### src/rtl/thmbar_pkg.sv
package thmbar_pkg;

  // Strip geometry
  localparam int STRIP_PIXELS = 64;
  localparam int PIX_W        = 6;

  // Transaction field widths
  localparam int TEMP_W = 12;
  localparam int LUX_W  = 17;
  localparam int CHAN_W = 8;

  // Operation codes
  localparam logic [1:0] OP_MOD_TEMP = 2'd0;
  localparam logic [1:0] OP_MOD_ERR  = 2'd1;
  localparam logic [1:0] OP_TAG_TEMP = 2'd2;
  localparam logic [1:0] OP_LUX      = 2'd3;

  // Bar scale: -20 C .. +50 C, in sixteenths of a degree
  localparam int TEMP_OFFSET = 320;
  localparam int SPAN        = 1120;

  // Width of STRIP_PIXELS * (t16 + 320), signed
  localparam int NUM_W = $clog2(STRIP_PIXELS * 2368) + 1;
  // Width of the running threshold (i+1) * SPAN
  localparam int ACC_W = $clog2(STRIP_PIXELS * SPAN + SPAN + 1);
  // Width of brightness * STRIP_PIXELS
  localparam int BN_W  = $clog2(255 * STRIP_PIXELS + 1);

  // Brightness from illuminance
  localparam int LUX_RESET    = 5000;
  localparam int LUX_SAT      = 1000;
  localparam int WHITE_LUX    = 50;
  localparam int BRIGHT_FLOOR = 8;
  // floor(x / 992) = floor(floor(x / 32) / 31); 1/31 as 8457 / 2^18
  localparam int Y_W          = 13;
  localparam int RECIP_31     = 8457;
  localparam int RECIP_SHIFT  = 18;
  localparam int RECIP_W      = Y_W + 14;

  // Gradient segments
  localparam logic [1:0] SEG_BLUE_GREEN  = 2'd0;
  localparam logic [1:0] SEG_GREEN_YELLOW = 2'd1;
  localparam logic [1:0] SEG_YELLOW_RED  = 2'd2;

endpackage

### src/rtl/thermometer_heat_map_bar_graph_unit.sv
// A redraw enters the draw state when the transaction is taken; the draw state loads
// pixel 0 into the output register, then one pixel per cycle while the output is not stalled.
// A drawing temperature holds the input stalled until all 64 pixels are issued; a lux
// update passes through the multiply and reciprocal states; others finish in idle.
// Reset (synchronous, rst high): illuminance 5000 lux, brightness 255, main module
// not live, output register empty, sequencer idle.
module thermometer_heat_map_bar_graph_unit
  import thmbar_pkg::*;
(
  input  logic                     clk,
  input  logic                     rst,
  input  logic                     in_valid,
  output logic                     in_stall,
  input  logic [1:0]               operation,
  input  logic signed [TEMP_W-1:0] temperature,
  input  logic [LUX_W-1:0]         lux,
  output logic                     out_valid,
  input  logic                     out_stall,
  output logic [PIX_W-1:0]         pixel,
  output logic [CHAN_W-1:0]        red,
  output logic [CHAN_W-1:0]        green,
  output logic [CHAN_W-1:0]        blue,
  output logic                     white,
  output logic                     last
);

  // Sequencer states
  localparam logic [1:0] ST_IDLE     = 2'd0;
  localparam logic [1:0] ST_DRAW     = 2'd1;
  localparam logic [1:0] ST_BR_MUL   = 2'd2;
  localparam logic [1:0] ST_BR_RECIP = 2'd3;

  localparam logic signed [NUM_W-1:0] OFFSET_S = NUM_W'(TEMP_OFFSET);
  localparam logic signed [NUM_W-1:0] SCALE_S  = NUM_W'(STRIP_PIXELS);

  logic [1:0]              state;
  logic                    module_live;
  logic [LUX_W-1:0]        ambient_lux;
  logic [CHAN_W-1:0]       bright;
  logic                    dim;
  logic [Y_W-1:0]          y_scaled;

  // Redraw loop registers
  logic signed [NUM_W-1:0] num;    // STRIP_PIXELS * (t16 + 320)
  logic [ACC_W-1:0]        acc;    // (idx + 1) * SPAN
  logic [PIX_W-1:0]        idx;    // current pixel
  logic [PIX_W-1:0]        rem;    // 3*idx mod STRIP_PIXELS
  logic [1:0]              seg;    // 3*idx div STRIP_PIXELS
  logic [BN_W-1:0]         part;   // bright * rem

  logic                    in_accept;
  logic                    out_free;
  logic signed [NUM_W-1:0] t_ext;
  logic signed [NUM_W-1:0] num_calc;
  logic signed [NUM_W-1:0] acc_s;
  logic                    lit;
  logic                    is_last;
  logic [9:0]              bright3;
  logic [BN_W-1:0]         bright_n;
  logic [PIX_W:0]          rem_sum;
  logic                    wrap;
  logic [PIX_W-1:0]        rem_next;
  logic [BN_W:0]           part_sum;
  logic [BN_W-1:0]         part_next;
  logic [CHAN_W-1:0]       lo_v;
  logic [CHAN_W-1:0]       hi_v;
  logic [CHAN_W-1:0]       red_next;
  logic [CHAN_W-1:0]       green_next;
  logic [CHAN_W-1:0]       blue_next;
  logic [17:0]             lux_prod;
  logic [RECIP_W-1:0]      recip_prod;
  logic [9:0]              bsum;
  logic [CHAN_W-1:0]       bright_calc;

  assign in_stall  = (state != ST_IDLE);
  assign in_accept = in_valid && !in_stall;
  assign out_free  = !out_valid || !out_stall;

  // Bar length numerator; a pixel is lit when (idx+1)*SPAN <= num
  assign t_ext    = NUM_W'(temperature);
  assign num_calc = (t_ext + OFFSET_S) * SCALE_S;
  assign acc_s    = signed'(NUM_W'(acc));
  assign lit      = (acc_s <= num);
  assign is_last  = (idx == PIX_W'(STRIP_PIXELS - 1));

  // Step the gradient position by three per pixel, wrapping once per segment
  assign bright3  = {2'b00, bright} + {1'b0, bright, 1'b0};
  assign bright_n = BN_W'(bright * BN_W'(STRIP_PIXELS));
  assign rem_sum  = {1'b0, rem} + (PIX_W + 1)'(3);
  assign wrap     = (rem_sum >= (PIX_W + 1)'(STRIP_PIXELS));
  assign rem_next = wrap ? PIX_W'(rem_sum - (PIX_W + 1)'(STRIP_PIXELS)) : rem_sum[PIX_W-1:0];
  assign part_sum  = {1'b0, part} + (BN_W + 1)'(bright3);
  assign part_next = wrap ? BN_W'(part_sum - {1'b0, bright_n}) : part_sum[BN_W-1:0];

  // Rising and falling shares of the current segment
  assign lo_v = CHAN_W'(part / STRIP_PIXELS);
  assign hi_v = CHAN_W'((bright_n - part) / STRIP_PIXELS);

  always_comb begin
    red_next   = '0;
    green_next = '0;
    blue_next  = '0;
    case (seg)
      SEG_BLUE_GREEN: begin
        green_next = lo_v;
        blue_next  = hi_v;
      end
      SEG_GREEN_YELLOW: begin
        red_next   = lo_v;
        green_next = bright;
      end
      SEG_YELLOW_RED: begin
        red_next   = bright;
        green_next = hi_v;
      end
      default: begin
        red_next   = '0;
        green_next = '0;
        blue_next  = '0;
      end
    endcase
  end

  // Brightness: floor(lux*255/992) + 8, saturated; multiply then reciprocal state, one product each
  assign lux_prod    = 18'(ambient_lux[9:0]) * 18'(255);
  assign recip_prod  = RECIP_W'(y_scaled) * RECIP_W'(RECIP_31);
  assign bsum        = {1'b0, recip_prod[RECIP_W-1:RECIP_SHIFT]} + 10'(BRIGHT_FLOOR);
  assign bright_calc = (ambient_lux >= LUX_W'(LUX_SAT)) ? 8'hFF :
                       (bsum > 10'd255) ? 8'hFF : bsum[7:0];

  always_ff @(posedge clk) begin
    if (rst) begin
      state       <= ST_IDLE;
      module_live <= 1'b0;
      ambient_lux <= LUX_W'(LUX_RESET);
      bright      <= 8'hFF;
      dim         <= 1'b0;
      out_valid   <= 1'b0;
    end else begin
      // Drop the result once taken; while drawing, the next pixel refills it instead
      if (out_valid && !out_stall && state != ST_DRAW) begin
        out_valid <= 1'b0;
      end
      case (state)
        ST_IDLE: begin
          if (in_accept) begin
            case (operation)
              OP_MOD_TEMP, OP_TAG_TEMP: begin
                if (operation == OP_MOD_TEMP) begin
                  module_live <= 1'b1;
                end
                if (operation == OP_MOD_TEMP || !module_live) begin
                  num   <= num_calc;
                  acc   <= ACC_W'(SPAN);
                  idx   <= '0;
                  rem   <= '0;
                  seg   <= SEG_BLUE_GREEN;
                  part  <= '0;
                  state <= ST_DRAW;
                end
              end
              OP_MOD_ERR: begin
                module_live <= 1'b0;
              end
              OP_LUX: begin
                ambient_lux <= lux;
                state       <= ST_BR_MUL;
              end
              default: begin
                state <= ST_IDLE;
              end
            endcase
          end
        end
        ST_DRAW: begin
          // Advance one pixel whenever the output register has room
          if (out_free) begin
            out_valid <= 1'b1;
            pixel     <= idx;
            red       <= lit ? red_next   : '0;
            green     <= lit ? green_next : '0;
            blue      <= lit ? blue_next  : '0;
            white     <= lit ? 1'b0 : dim;
            last      <= is_last;
            idx       <= PIX_W'(idx + PIX_W'(1));
            acc       <= ACC_W'(acc + ACC_W'(SPAN));
            rem       <= rem_next;
            seg       <= seg + 2'(wrap);
            part      <= part_next;
            if (is_last) begin
              state <= ST_IDLE;
            end
          end
        end
        ST_BR_MUL: begin
          y_scaled <= lux_prod[17:5];
          state    <= ST_BR_RECIP;
        end
        ST_BR_RECIP: begin
          bright <= bright_calc;
          dim    <= (ambient_lux < LUX_W'(WHITE_LUX));
          state  <= ST_IDLE;
        end
        default: begin
          state <= ST_IDLE;
        end
      endcase
    end
  end

endmodule

### config.mk
export PLATFORM = sky130hd
export DESIGN_NAME = thermometer_heat_map_bar_graph_unit
export DESIGN_NICKNAME = d
export VERILOG_FILES = /design/src/rtl/thmbar_pkg.sv /design/src/rtl/thermometer_heat_map_bar_graph_unit.sv
export SDC_FILE = /design/constraint.sdc
export NUM_CORES = 1
export LEC_CHECK = 0
export BUFFER_PORTS_ARGS = -buffer_cell sky130_fd_sc_hd__buf_2
export CORE_MARGIN = 3
export CORE_UTILIZATION = 55
export DETAILED_ROUTE_END_ITERATION = 6
export PLACE_DENSITY = 0.83
export RECOVER_POWER = 50
export SLEW_MARGIN = 20
export SYNTH_ARGS = -nofsm -noshare
export SYNTH_HDL_FRONTEND = slang
export SYNTH_SLANG_ARGS = --single-unit
export TNS_END_PERCENT = 10
### constraint.sdc
create_clock -name clk -period 6.7 [get_ports clk]
set_input_delay 0.335 -clock clk [delete_from_list [all_inputs] [get_ports clk]]
set_output_delay 0.335 -clock clk [all_outputs]
set_load 0.01 [all_outputs]
# After elaboration in Yosys (flattened, before gate mapping)
# Index checks and enable logic that the tools add are counted.
dict set report op_classes {
  addsub 11
  multipliers 2
  order_cmp 5
  eq_ne 18
  n_mux 39
  bitwise_logic 1
  reduce_logical 24
}
# op n
set ops {}
lappend ops {{two-way mux 14 bit} 5}
lappend ops {{two-way mux 17 bit} 4}
lappend ops {{two-way mux 6 bit} 6}
lappend ops {{one-hot mux 17 bit (2 select lines)} 1}
lappend ops {{one-hot mux 14 bit (2 select lines)} 1}
lappend ops {{subtractor 14 bit} 2}
lappend ops {{multiplier 13 x 14 -> 27 bit, second input constant} 1}
lappend ops {{one-hot mux 6 bit (2 select lines)} 2}
lappend ops {{one-hot mux 8 bit (3 select lines)} 1}
lappend ops {{<= comparator 18 x 19 -> 1 bit} 1}
lappend ops {{multiplier 10 x 8 -> 18 bit, second input constant} 1}
lappend ops {{adder 17 x 11 -> 17 bit, second input constant} 1}
lappend ops {{>= comparator 17 x 10 -> 1 bit, second input constant} 1}
lappend ops {{less-than comparator 17 x 6 -> 1 bit, second input constant} 1}
lappend ops {{two-way mux 2 bit} 8}
lappend ops {{two-way mux 8 bit} 2}
lappend ops {{one-hot mux 8 bit (2 select lines)} 1}
lappend ops {{adder 14 x 10 -> 14 bit} 1}
lappend ops {{adder 12 x 10 -> 13 bit, second input constant} 1}
lappend ops {{adder 8 x 9 -> 10 bit} 1}
lappend ops {{adder 9 x 4 -> 10 bit, second input constant} 1}
lappend ops {{equality test 2 bit, second input constant} 5}
lappend ops {{greater-than comparator 10 x 8 -> 1 bit, second input constant} 1}
lappend ops {{!= test 2 bit, second input constant} 5}
lappend ops {{26 further kinds} 46}
dict set report word_totals {
  ff_bits 133
  in_bits 35
  out_inout_bits 34
  wordCells 119
}

# Logic depth before layout (Yosys ltp)
dict set report logic_depth {
  word_depth 6
  depth_mapped 22
  depth_no_buf 22
}

# Worst setup path after synthesis
# OpenSTA, ideal clock, no wires.
dict set report synth_path {
  kind {register to register}
  startpoint {register ambient_lux[3]}
  endpoint {register y_scaled[12], data pin}
  setup_ps 258
  t_arrival_ps 4262
  required_ps 6442
  slack_ps 2180
  stages_incl_launch_ff 17
  path_buffers 0
  period_less_slack_ps 4520
  path_cell_list {dfxtp_1 -> fa_1 -> inv_1 -> fa_1 -> inv_1 -> fa_1 -> fa_1 -> ha_1 -> and3_1 -> a21oi_1 -> o211ai_1 -> a31oi_1 -> o21ai_1 -> o21a_1 -> o21a_1 -> nor2_1 -> xnor2_1}
}
dict set report synth_via {
  elab_chain_cells 1
}
# element line
set synth_lines {}
lappend synth_lines {{start, declared} thermometer_heat_map_bar_graph_unit.sv:38} ;# logic [LUX_W-1:0] ambient_lux;
lappend synth_lines {{start signal, assigned} thermometer_heat_map_bar_graph_unit.sv:135} ;# ambient_lux <= LUX_W'(LUX_RESET);
lappend synth_lines {{start signal, assigned} thermometer_heat_map_bar_graph_unit.sv:166} ;# ambient_lux <= lux;
lappend synth_lines {{multiplier 10 x 8 -> 18 bit} thermometer_heat_map_bar_graph_unit.sv:125} ;# assign lux_prod = 18'(ambient_lux[9:0]) * 18'(255);
lappend synth_lines {{named net lux_prod[17]} thermometer_heat_map_bar_graph_unit.sv:70} ;# logic [17:0] lux_prod;
lappend synth_lines {{end signal, assigned} thermometer_heat_map_bar_graph_unit.sv:196} ;# y_scaled <= lux_prod[17:5];
lappend synth_lines {{end, declared} thermometer_heat_map_bar_graph_unit.sv:41} ;# logic [Y_W-1:0] y_scaled;
# The timed path passes the listed nets, and every way through them passes these cells.
# A chain may end at the register's enable or synchronous reset.

# Worst setup path in the final report
# Same ends and word-level chain as after synthesis.

==> results.py <==
metrics = {
    "floorplanning": {
        "die_h_um": 140.5,
        "coreArea_um2": 17480,
        "die_area_um2": 19740,
        "die_w_um": 140.5,
        "start_util": 0.5694,
        "ios": 69,
        "rows": 48,
    },
    "power_and_ir_drop": {
        "pwr-share-comb": 0.345,
        "p_int_mw": 1.936,
        "power_switching_uw": 926.4,
        "max-vdd-ir-drop_uv": 188.8,
        "p_per_area_nw_per_um2": 259.0,
        "power_frac_seq": 0.345,
        "pwr-share-clk": 0.310,
        "p_leak_nw": 4.799,
        "p_sw_frac": 0.3237,
    },
    "global_routing": {
        "grt_max_degree": 41,
        "gr-usage-met3": 0.04404,
        "busiest_layer": "met2",
        "grt_first_pass_wirelength_um": 32950,
        "overflow": 0,
        "grt_use_met1": 0.2558,
        "grtUsageTotal": 0.2041,
        "grt_pass1_vias": 7183,
        "antenna_found_initial": 0,
        "met2_usage": 0.3453,
    },
    "cts": {
        "path_clk_slew_ps": 60,
        "tritoncts": "built",
        "htree_levels": 4,
        "clkLatencyLatePin_ps": 420,
        "cts.hold.buffers_added": 0,
        "cts-root-buf": "clkbuf_16",
        "clkSinkCount": 128,
        "clockBufferDepth": 2,
        "ctsResizeCount": 0,
        "cts_setup_buffers": 0,
        "cts_buffers": 17,
    },
    "timing": {
        "setup_viol": 0,
        "finalHoldViolCount": 0,
        "tightest_slew_ps": 1753,
        "finalCritPeriodShare": 0.7228,
        "setup_tns_ps": 0,
        "rsz0062_at_grt": "no",
        "slew_headroom": -0.1709,
        "finalWorstSetupSlack_ps": 1857,
        "period_minus_slack_ps": 4843,
        "slew_viol_final": 47,
        "max_freq_ghz": 0.2065,
        "skew_ps": 7.269,
    },
    "yosys": {
        "ys_seq_area_frac": 0.3561,
        "synth_edf_count": 98,
        "synthArstFlopShare": 0,
        "synth_cell_types": 66,
        "synth_xor_area_frac": 0.05105,
        "synth.area.mux_share": 0.001132,
        "synth_fa_ha_area_frac": 0.3025,
        "synth_top_family_by_area": "adder cells",
        "avgSynthCellArea_um2": 10.32,
        "synthesis.nets": 1206,
        "synth_ff_type": "edfxtp_1",
        "synth_compound_gate_area_share": 0.1123,
        "ys_ff_latch": 128,
        "synthSimpleGateAreaFrac": 0.1230,
        "syn_area_um2": 9951,
        "syn_inst": 964,
        "yosys_warnings": 0,
    },
    "placement": {
        "gp_congestion": 0.9003,
        "dp_hpwl_um": 15180,
        "io_buffer_count": 68,
        "dp_slack_ps": 1862,
    },
    "run": {
        "drv_cap": 2,
    },
    "routing": {
        "viasPerCell": 5.540,
        "via_count": 7069,
        "drtIter0Drc": 424,
        "post_drt_wl_per_cell_um": 15.38,
        "routed_wl_um": 19620,
        "drc_errors": 0,
        "first_pass_iters": 5,
        "drtAntennaViolNets": 0,
    },
    "critical_path": {
        "startpoint_type": "flop",
        "crit_type": "flop to flop",
        "cp_data_required_time_ps": 6870,
        "crit_path_end_kind": "flop",
        "worstPathMaxFanout": 8,
        "worstPathArrival_ps": 5010,
    },
    "finish": {
        "final_nets": 1280,
        "drive_gt1_frac": 0.06660,
        "n_antenna_cell": 0,
        "syn2layout_area_growth_pct": 11.05,
    },
    "hold_path": {
        "min_path_type": "primary input to flop",
    },
    "outcome": {
        "status": "finished with violations",
        "violations": "max-capacitance violations, max-slew violations",
    },
}
## path summary, 6_finish.rpt
kind	from	to	slack, ps	cells after the start
max	ambient_lux[3]	y_scaled[12]	1860	16
min	temperature[4]	num[10]	90	1
max reg2reg	ambient_lux[3]	y_scaled[12]	1860	16
min reg2reg	ambient_lux[14]	ambient_lux[14]	460	2
## cell type report
type | instances | area (µm²)
clock buffers | 19 | 432.9
well taps | 225 | 281.5
multi-input cells | 693 | 5871
inverters | 125 | 469.2
fillers | 1349 | 6426
flip-flops and latches | 128 | 3543
repair buffers | 73 | 312.8
clock inverters | 13 | 140.1
## metal layers
metal,part of all wire,vias up
li1,-,3495
met1,0.43,3349
met2,0.49,175
met3,0.048,50
met4,0.028,0
met5,0,-
## cell families after synthesis
family | Yosys count
AOI/OAI and AO/OA | 162
xor gates and xnor gates | 58
adders and majority gates | 207
buffers and inverters | 143
DFF | 128
muxes | 1
and+or+nand+nor | 265
## Yosys cell counts (all sizes together), types with 2 or more instances
cell,instances,area share
edfxtp,98,0.30
o22a,7,0.0062
xor2,25,0.022
o221ai,2,0.0041
o21a,14,0.011
nor4,5,0.0031
a2111oi,3,0.0045
buf,2,0.00075
a22oi,14,0.011
and4,2,0.0018
o21bai,4,0.0034
xnor2,33,0.029
clkbuf,16,0.0060
inv,125,0.047
a21boi,3,0.0023
a21oi,50,0.026
or3,6,0.0038
nor2b,12,0.0075
or2,2,0.0013
a211o,5,0.0044
nor2,91,0.035
and2,8,0.0050
o21ai,31,0.016
dfxtp,30,0.060
nand3b,3,0.0023
nand3,21,0.011
a31oi,3,0.0019
a21o,3,0.0023
nand2,74,0.028
a211oi,3,0.0023
o211ai,4,0.0030
nand2b,11,0.0069
fa,56,0.11
o311a,2,0.0020
and3,4,0.0025
nor3,15,0.0075
nor3b,2,0.0015
nand4,5,0.0031
ha,151,0.19
## registers in the layout, indices dropped and copies added, names as in the netlist, 8 cells and up
register	cells
ambient_lux	17
part	14
num	13
y_scaled	13
acc	12
blue	8
bright	8
green	8
red	8
## cells in the final DEF (no fill, tap or decap), types with 6 or more instances in the layout
cell type	instances
nand3_1	21
xnor2_1	33
o21ai_1	12
nand2b_1	11
a21oi_1	49
nor2_1	90
a22oi_1	14
o22a_1	7
fa_1	56
nand2_1	74
dfxtp_1	30
edfxtp_1	98
or3_1	6
clkbuf_1	44
o21a_1	14
nor3_1	15
ha_1	151
and2_1	6
o21ai_0	17
buf_2	31
inv_1	125
xor2_1	25
clkbuf_16	17
nor2b_1	12
## critical path: stages (launching register included)
cell and delay (ps):
dfxtp_1 590, fa_1 540, ha_1 310, inv_1 60, fa_1 500, fa_1 540
inv_1 40, ha_1 210, or3_1 330, o221ai_2 250, o211ai_1 180, a31oi_1 300
o21ai_1 150, o21a_1 200, o21a_1 180, nor2_1 110, xnor2_1 80
## per-stage QoR
| stage | std cells | hold slack, ps | instance area [µm²] | utilization | total power [mW] |
|---|---|---|---|---|---|
| floorplan | 964 | 430.6 | 9951 | - | 1.776 |
| global placement | 1244 | 444.0 | 10560 | 0.6040 | 1.948 |
| detailed placement | 1244 | 449.1 | 10560 | 0.6040 | 1.985 |
| CTS | 1276 | 72.81 | 11130 | 0.6367 | 2.882 |
| global route | 1276 | 79.41 | 11050 | 0.6323 | 3.062 |
| finish | 1276 | 86.20 | 11050 | 0.6323 | 2.862 |
## power groups by stage
stage	clock (mW)	combinational [mW]	sequential [mW]
4_1_cts	0.898	0.998	0.986
6_report	0.887	0.987	0.988
3_5_place_dp	0	0.983	1.00
3_3_place_gp	0	0.948	1.00
5_1_grt	0.930	1.14	0.993
2_1_floorplan	0	0.782	0.994
Power figures use the tool's default switching activity.
